**src/sv/tmef_pkg.sv**
```systemverilog
// shared types, constants and helpers for the triangle mesh edge flip block
// no dependencies; every other file but tmef_ram imports this package
package tmef_pkg;

  // payload widths
  localparam int unsigned REQ_W    = 2;
  localparam int unsigned FACE_W   = 10;
  localparam int unsigned SLOT_W   = 2;
  localparam int unsigned VERT_W   = 10;
  localparam int unsigned NBR_W    = 11;
  localparam int unsigned NSLOT_W  = 3;
  localparam int unsigned STATUS_W = 2;

  localparam int unsigned MAX_FACES_DEF = 1024;

  // stored slot code for "no neighbor edge"
  localparam logic [SLOT_W-1:0] SLOT_NONE = 2'd3;

  typedef enum logic [REQ_W-1:0] {
    REQ_WRITE = 2'd0,
    REQ_READ  = 2'd1,
    REQ_FLIP  = 2'd2
  } req_e;

  typedef enum logic [STATUS_W-1:0] {
    ST_OK       = 2'd0,
    ST_BOUNDARY = 2'd1,
    ST_INVALID  = 2'd2
  } status_e;

  // microcode fields
  typedef enum logic [1:0] {
    MEM_IDLE,
    MEM_RD,
    MEM_WR
  } mem_op_e;

  // entry address sources: face and slot pairs
  typedef enum logic [3:0] {
    A_00,
    A_01,
    A_02,
    A_10,
    A_11,
    A_12,
    A_X11_T1,
    A_X01_T2,
    A_X11_SX,
    A_X01_SX
  } asel_e;

  // write data sources
  typedef enum logic [3:0] {
    DS_VIN,
    DS_NIN,
    DS_SIN,
    DS_V12,
    DS_V02,
    DS_F0,
    DS_F1,
    DS_F01,
    DS_F11,
    DS_T1,
    DS_T2,
    DS_E0,
    DS_E1,
    DS_E01,
    DS_E11
  } dsel_e;

  typedef enum logic [1:0] {
    J_NEXT,
    J_ALWAYS,
    J_DISPATCH,
    J_BOUNDARY
  } jmp_e;

  localparam int unsigned STEP_W = 5;
  typedef logic [STEP_W-1:0] step_t;

  // program layout
  localparam step_t S_IDLE    = 5'd0;
  localparam step_t S_WR      = 5'd1;
  localparam step_t S_RD      = 5'd2;
  localparam step_t S_RD_DONE = 5'd3;
  localparam step_t S_ERR     = 5'd4;
  localparam step_t S_BND     = 5'd5;
  localparam step_t S_OK      = 5'd6;
  localparam step_t S_F0      = 5'd7;
  localparam step_t S_F1      = 5'd8;
  localparam step_t S_F2      = 5'd9;
  localparam step_t S_F3      = 5'd10;
  localparam step_t S_F4      = 5'd11;
  localparam step_t S_F5      = 5'd12;
  localparam step_t S_F6      = 5'd13;
  localparam step_t S_F7      = 5'd14;
  localparam step_t S_F8      = 5'd15;
  localparam step_t S_F9      = 5'd16;
  localparam step_t S_F10     = 5'd17;
  localparam step_t S_F11     = 5'd18;
  localparam step_t S_F12     = 5'd19;
  localparam step_t S_F13     = 5'd20;
  localparam step_t S_F14     = 5'd21;

  // register loads from the table read ports
  typedef struct packed {
    logic f1;
    logic e1;
    logic f01;
    logic f11;
    logic v12;
    logic v02;
    logic t1;
    logic t2;
    logic sx;
  } ld_t;

  typedef struct packed {
    mem_op_e cv_op;
    asel_e   cv_a;
    dsel_e   cv_d;
    mem_op_e nf_op;
    asel_e   nf_a;
    dsel_e   nf_d;
    mem_op_e ns_op;
    asel_e   ns_a;
    dsel_e   ns_d;
    ld_t     ld;
    jmp_e    jmp;
    step_t   target;
    logic    done;
    status_e status;
    logic    rd_out;
  } ctl_t;

  // condition inputs to the sequencer
  typedef struct packed {
    logic             accept;
    logic [REQ_W-1:0] req_type;
    logic             addr_bad;
    logic             boundary;
    logic             out_free;
  } seq_in_t;

  function automatic logic [SLOT_W-1:0] slot_inc1(logic [SLOT_W-1:0] e);
    return (e == 2'd2) ? 2'd0 : e + 2'd1;
  endfunction

  function automatic logic [SLOT_W-1:0] slot_inc2(logic [SLOT_W-1:0] e);
    return (e == 2'd0) ? 2'd2 : e - 2'd1;
  endfunction

  // non-negative and below the face count
  function automatic logic face_ok(logic [NBR_W-1:0] f, int unsigned max_faces);
    return !f[NBR_W-1] && (32'(f[NBR_W-2:0]) < max_faces);
  endfunction

endpackage

```
**src/sv/tmef_seq.sv**
```systemverilog
// microcode sequencer: step counter, control store and jump logic
// depends on tmef_pkg for the control word and step layout
module tmef_seq (
  input  logic              clk_i,
  input  logic              rst_ni,
  input  tmef_pkg::seq_in_t seq_i,
  output tmef_pkg::ctl_t    ctl_o
);
  import tmef_pkg::*;

  step_t pc_q, pc_d;
  step_t disp;
  ctl_t  ctl;

  // control store
  function automatic ctl_t rom_word(step_t s);
    ctl_t w;
    w = '0;
    case (s)
      S_IDLE: begin
        w.jmp = J_DISPATCH;
      end
      S_WR: begin
        w.cv_op = MEM_WR; w.cv_a = A_00; w.cv_d = DS_VIN;
        w.nf_op = MEM_WR; w.nf_a = A_00; w.nf_d = DS_NIN;
        w.ns_op = MEM_WR; w.ns_a = A_00; w.ns_d = DS_SIN;
        w.jmp = J_ALWAYS; w.target = S_OK;
      end
      S_RD: begin
        w.cv_op = MEM_RD; w.cv_a = A_00;
        w.nf_op = MEM_RD; w.nf_a = A_00;
        w.ns_op = MEM_RD; w.ns_a = A_00;
      end
      S_RD_DONE: begin
        w.done = 1'b1; w.status = ST_OK; w.rd_out = 1'b1;
        w.jmp = J_ALWAYS; w.target = S_IDLE;
      end
      S_ERR: begin
        w.done = 1'b1; w.status = ST_INVALID;
        w.jmp = J_ALWAYS; w.target = S_IDLE;
      end
      S_BND: begin
        w.done = 1'b1; w.status = ST_BOUNDARY;
        w.jmp = J_ALWAYS; w.target = S_IDLE;
      end
      S_OK: begin
        w.done = 1'b1; w.status = ST_OK;
        w.jmp = J_ALWAYS; w.target = S_IDLE;
      end
      // fetch the neighbor across the flipped edge
      S_F0: begin
        w.nf_op = MEM_RD; w.nf_a = A_00;
        w.ns_op = MEM_RD; w.ns_a = A_00;
      end
      S_F1: begin
        w.ld.f1 = 1'b1; w.ld.e1 = 1'b1;
        w.nf_op = MEM_RD; w.nf_a = A_01;
      end
      S_F2: begin
        w.ld.f01 = 1'b1;
        w.nf_op = MEM_RD; w.nf_a = A_11;
        w.cv_op = MEM_RD; w.cv_a = A_12;
        w.ns_op = MEM_RD; w.ns_a = A_11;
        w.jmp = J_BOUNDARY; w.target = S_BND;
      end
      S_F3: begin
        w.ld.f11 = 1'b1; w.ld.v12 = 1'b1; w.ld.t1 = 1'b1;
        w.cv_op = MEM_RD; w.cv_a = A_02;
        w.ns_op = MEM_RD; w.ns_a = A_01;
      end
      // rewrite corners and inner adjacency
      S_F4: begin
        w.ld.v02 = 1'b1; w.ld.t2 = 1'b1;
        w.cv_op = MEM_WR; w.cv_a = A_01; w.cv_d = DS_V12;
        w.nf_op = MEM_WR; w.nf_a = A_00; w.nf_d = DS_F11;
      end
      S_F5: begin
        w.cv_op = MEM_WR; w.cv_a = A_11; w.cv_d = DS_V02;
        w.nf_op = MEM_WR; w.nf_a = A_01; w.nf_d = DS_F1;
        w.ns_op = MEM_WR; w.ns_a = A_00; w.ns_d = DS_T1;
      end
      S_F6: begin
        w.nf_op = MEM_WR; w.nf_a = A_10; w.nf_d = DS_F01;
        w.ns_op = MEM_WR; w.ns_a = A_10; w.ns_d = DS_T2;
      end
      S_F7: begin
        w.nf_op = MEM_WR; w.nf_a = A_11; w.nf_d = DS_F0;
        w.ns_op = MEM_WR; w.ns_a = A_01; w.ns_d = DS_E11;
      end
      // outer back links, gated in the datapath, plus the last inner slot write
      S_F8: begin
        w.nf_op = MEM_WR; w.nf_a = A_X11_T1; w.nf_d = DS_F0;
        w.ns_op = MEM_WR; w.ns_a = A_11; w.ns_d = DS_E01;
      end
      S_F9: begin
        w.nf_op = MEM_WR; w.nf_a = A_X01_T2; w.nf_d = DS_F1;
        w.ns_op = MEM_RD; w.ns_a = A_00;
      end
      S_F10: begin
        w.ld.sx = 1'b1;
      end
      S_F11: begin
        w.ns_op = MEM_WR; w.ns_a = A_X11_SX; w.ns_d = DS_E0;
      end
      S_F12: begin
        w.ns_op = MEM_RD; w.ns_a = A_10;
      end
      S_F13: begin
        w.ld.sx = 1'b1;
      end
      S_F14: begin
        w.ns_op = MEM_WR; w.ns_a = A_X01_SX; w.ns_d = DS_E1;
        w.jmp = J_ALWAYS; w.target = S_OK;
      end
      default: begin
        w.jmp = J_ALWAYS; w.target = S_IDLE;
      end
    endcase
    return w;
  endfunction

  assign ctl = rom_word(pc_q);
  assign ctl_o = ctl;

  // entry point for a new request
  always_comb begin
    disp = S_OK;
    case (seq_i.req_type)
      REQ_WRITE: disp = seq_i.addr_bad ? S_ERR : S_WR;
      REQ_READ:  disp = seq_i.addr_bad ? S_ERR : S_RD;
      REQ_FLIP:  disp = seq_i.addr_bad ? S_ERR : S_F0;
      default:   disp = S_OK;
    endcase
  end

  always_comb begin
    pc_d = pc_q;
    if (ctl.done && !seq_i.out_free) begin
      pc_d = pc_q;
    end else begin
      case (ctl.jmp)
        J_NEXT:     pc_d = pc_q + 1'b1;
        J_ALWAYS:   pc_d = ctl.target;
        J_DISPATCH: pc_d = seq_i.accept ? disp : pc_q;
        J_BOUNDARY: pc_d = seq_i.boundary ? ctl.target : pc_q + 1'b1;
        default:    pc_d = S_IDLE;
      endcase
    end
  end

  always_ff @(posedge clk_i or negedge rst_ni) begin
    if (!rst_ni) begin
      pc_q <= S_IDLE;
    end else begin
      pc_q <= pc_d;
    end
  end
endmodule

```
**config.mk**
```make
export PLATFORM = sky130hd
export DESIGN_NAME = tmef_seq
export DESIGN_NICKNAME = d
export VERILOG_FILES = /design/src/sv/tmef_pkg.sv /design/src/sv/tmef_seq.sv
export SDC_FILE = /design/constraint.sdc
export NUM_CORES = 1
export LEC_CHECK = 0
export ABC_AREA = 1
export BUFFER_PORTS_ARGS = -buffer_cell sky130_fd_sc_hd__buf_2
export CAP_MARGIN = 0
export CORE_AREA = 2 2 53 55
export CTS_CLUSTER_SIZE = 24
export DETAILED_ROUTE_END_ITERATION = 10
export DIE_AREA = 0 0 55 57
export MAX_ROUTING_LAYER = met4
export PLACE_DENSITY = 0.72
export REMOVE_ABC_BUFFERS = 1
export SYNTH_ARGS = -nofsm -noshare
export SYNTH_HDL_FRONTEND = slang
export SYNTH_SLANG_ARGS = --single-unit
export TNS_END_PERCENT = 5
```
**constraint.sdc**
```tcl
create_clock -name clk_i -period 5 [get_ports clk_i]
set_input_delay 1 -clock clk_i [delete_from_list [all_inputs] [get_ports clk_i]]
set_output_delay 1 -clock clk_i [all_outputs]
set_load 0.005 [all_outputs]
```
==> flow_summary_export.csv <==
group,metric,value,unit
final_layout,syn_to_final_growth,22.8,%
final_layout,seqCellArea,125,µm²
worst_setup_path,arrival,2.02,ns
cts,cts_max_level,1,
worst_setup_path,worst-setup-path-type,"flip-flop to primary output",
power_and_ir_drop,ir_drop,233,µV
logic_synthesis,synth.avg_cell_area,5.33,µm²
floorplan,ios,58,
power_and_ir_drop,p_leak,1.00,nW
floorplan,row_count,19,
floorplan,dieArea,3140,µm²
logic_synthesis,yosys-top-cells-area,"nand2_1 20%, inv_1 16%, dfrtp_1 13%, nor2_1 10%, buf_4 9.2%",
cts,ctsResizeCount,0,
worst_setup_path,crit_buf_inv,3,
routing,routed_wl,2.72,mm
logic_synthesis,ys_seq_area_share,12.8,%
grt,grt_pass1_vias,1009,
cts,cts_root_buffer,"clkbuf_4",
final_layout,final_nets,242,
timing,setup_viol,0,
timing,worst_clock_skew,0.00288,ns
worst_setup_path,crit_chain,"ha_1 -> inv_1 -> nor2_1 -> ha_1 -> inv_1 -> nand2_1 -> nor2_1 -> nand3_2 -> nand2_1 -> buf_2",
final_layout,drive_gt1_share,24.6,%
cts,clock_latency,0.24,ns
cts,cts.clk_slew.worst_paths,0.04,ns
grt,grt_overflow,0,
worst_setup_path,endpoint_kind,"primary output",
worst_setup_path,rr_startpoint,"pc_q[0]$_DFFE_PN0P_",
logic_synthesis,synth_top_area_cell,"nand2_1",
routing,drc,0,
place,dp_hpwl,2.30,mm
cts,cts_tree,"yes",
final_layout,num_antenna_cells,0,
logic_synthesis,yosysWarnings,0,
worst_setup_path,crit_slowest_cell,"dfrtp_1",
worst_setup_path,crit_fanout,6,
timing,worst_hold_slack,0.567,ns
hold_path,hold_class,"input pin to asynchronous set/reset pin",
routing,wl_per_cell,10.5,µm
logic_synthesis,synth_cells,183,
place,detailed_place.area,1170,µm²
run_status,status,"finished clean",
cts,cts_sinks,5,
cts,cts_buffers,3,
final_layout,fin_util,45.8,%
place,port_buffers,52,
cts,cts_setup_buffers,0,
logic_synthesis,yosysUniqueCellTypes,23,
final_layout,largest_register_ffs,5,
timing,min_period,3.02,ns
timing,hold_violations,0,
timing,report.final.slew_viol_count,0,
worst_setup_path,critPathRequiredTime,4.00,ns
floorplan,initial_core_util,37.3,%
worst_setup_path,cp_slowest_stage_delay,0.42,ns
run,maxCapViolCount,0,
grt,grt_antenna_before_repair,0,
timing,clock.fmax,332,MHz
routing,firstDrtPassIters,4,
final_layout,top_register,"pc_q",
final_layout,top_regs,"pc_q (5)",
worst_setup_path,crit_family,"simple AND/OR/NAND/NOR gates",
final_layout,multi_input_area,594,µm²
logic_synthesis,yosys_register_bits,5,
power_and_ir_drop,p_total,0.517,mW
place,gp_congestion,1.04,
routing,vias,1204,
grt,grt_max_degree,12,
grt,grt_pass1_wl,4.23,mm
worst_setup_path,rrSetupSlack,2.93,ns
cts,clk_path_buf_depth,2,
floorplan,die_w,55,µm
grt,track_usage,18.4,%
final_layout,fillers,320,
logic_synthesis,syn-cell-area,976,µm²
worst_setup_path,r2r-end,"pc_q[2]$_DFFE_PN0P_",
routing,ant_nets,0,
floorplan,die_h,57,µm
routing,viasPerCell,4.65,
timing,fin_crit_sh,60.3,%
timing,setup_tns,0,ns
cts,hold_buffers,0,
logic_synthesis,yosysTopAreaCellShare,20.0,%
worst_setup_path,cp-start-kind,"flip-flop",
final_layout,post-route-cell-area,1200,µm²
floorplan,coreArea,2620,µm²
timing,rsz0062_at_grt,"no",
routing,drt_iter0_drc,39,
worst_setup_path,worstRegToRegCells,12,
power_and_ir_drop,power.density,431,nW/µm²
worst_setup_path,worst-path-stages,10,
-- final cells by class --
cell class                 count  area share (%)
clock buffer                   4            2.19
timing repair buffer          52            21.7
inverter                      41            12.8
tap                           31            3.24
multi-input combinational    126            49.6
sequential                     5            10.4
-- cells in the mapped netlist --
cell      count
nor3_1        4
o211ai_1      1
nand3_2       1
a21o_1        1
a21oi_1       3
o21ai_0       3
nand3b_1      1
inv_1        41
dfrtp_1       5
buf_6         2
nand3_1      17
xnor2_1       1
buf_4        12
o21a_1        1
ha_1          5
o21ai_1       1
nor2_1       26
nand2_1      52
xor2_1        1
conb_1        1
nand4_1       2
maj3_1        1
buf_2         1
-- placed cells by master, fill, tap and decap left out, types with 4 or more instances in the layout --
cell / instances
ha_1: 5
nand3_1: 17
inv_1: 41
dfrtp_1: 5
conb_1: 5
nor3_1: 4
nor2_1: 26
nand2_1: 52
buf_2: 52
-- where the power goes --
group          switching, mW  internal [mW]
Sequential            0.0194         0.0545
Combinational          0.248          0.150
Clock                 0.0150         0.0301
-- logic make-up after synthesis --
logic type	after synthesis	share of synthesized area, %
other cells	1	0.384
compound gates	10	5.90
xor+xnor	2	1.80
buf+inv	56	27.8
flops	5	12.8
simple gates	103	43.8
fa+ha+maj	6	7.44
-- worst reg2reg max path: stages (launching register included) --
cell and delay, ns:
dfrtp_1 0.42, ha_1 0.27, inv_1 0.09, nor2_1 0.07, ha_1 0.17, inv_1 0.09, nand2_1 0.11, nor2_1 0.21
nand3_2 0.16, nand2_1 0.14, nand3b_1 0.08, nand2_1 0.09, nand2_1 0.06
-- worst max path at each step --
stage                         from       end  slack, ns
3_5_place_dp   pc_q[0]$_DFFE_PN0P_  ctl_o[9]       2.25
5_1_grt        pc_q[0]$_DFFE_PN0P_  ctl_o[9]       1.85
4_1_cts        pc_q[0]$_DFFE_PN0P_  ctl_o[9]       1.99
6_report       pc_q[0]$_DFFE_PN0P_  ctl_o[9]       1.98
2_1_floorplan  pc_q[0]$_DFFE_PN0P_  ctl_o[9]       2.55
3_3_place_gp   pc_q[0]$_DFFE_PN0P_  ctl_o[9]       2.28
-- through the flow --
stage | std cells | worst slack (ns)
6_report | 259 | 1.98
5_1_grt | 259 | 1.85
4_1_cts | 259 | 1.99
3_5_place_dp | 255 | 2.25
3_3_place_gp | 255 | 2.28
2_1_floorplan | 172 | 2.55
-- per-layer routing --
metal / GRT usage (%) / share of wire, %
met1: 22.7 / 44
met5: - / 0
met3: 1.83 / 6.7
met4: 6.97 / 1.9
met2: 30.3 / 48
Power figures use the tool's default switching activity.
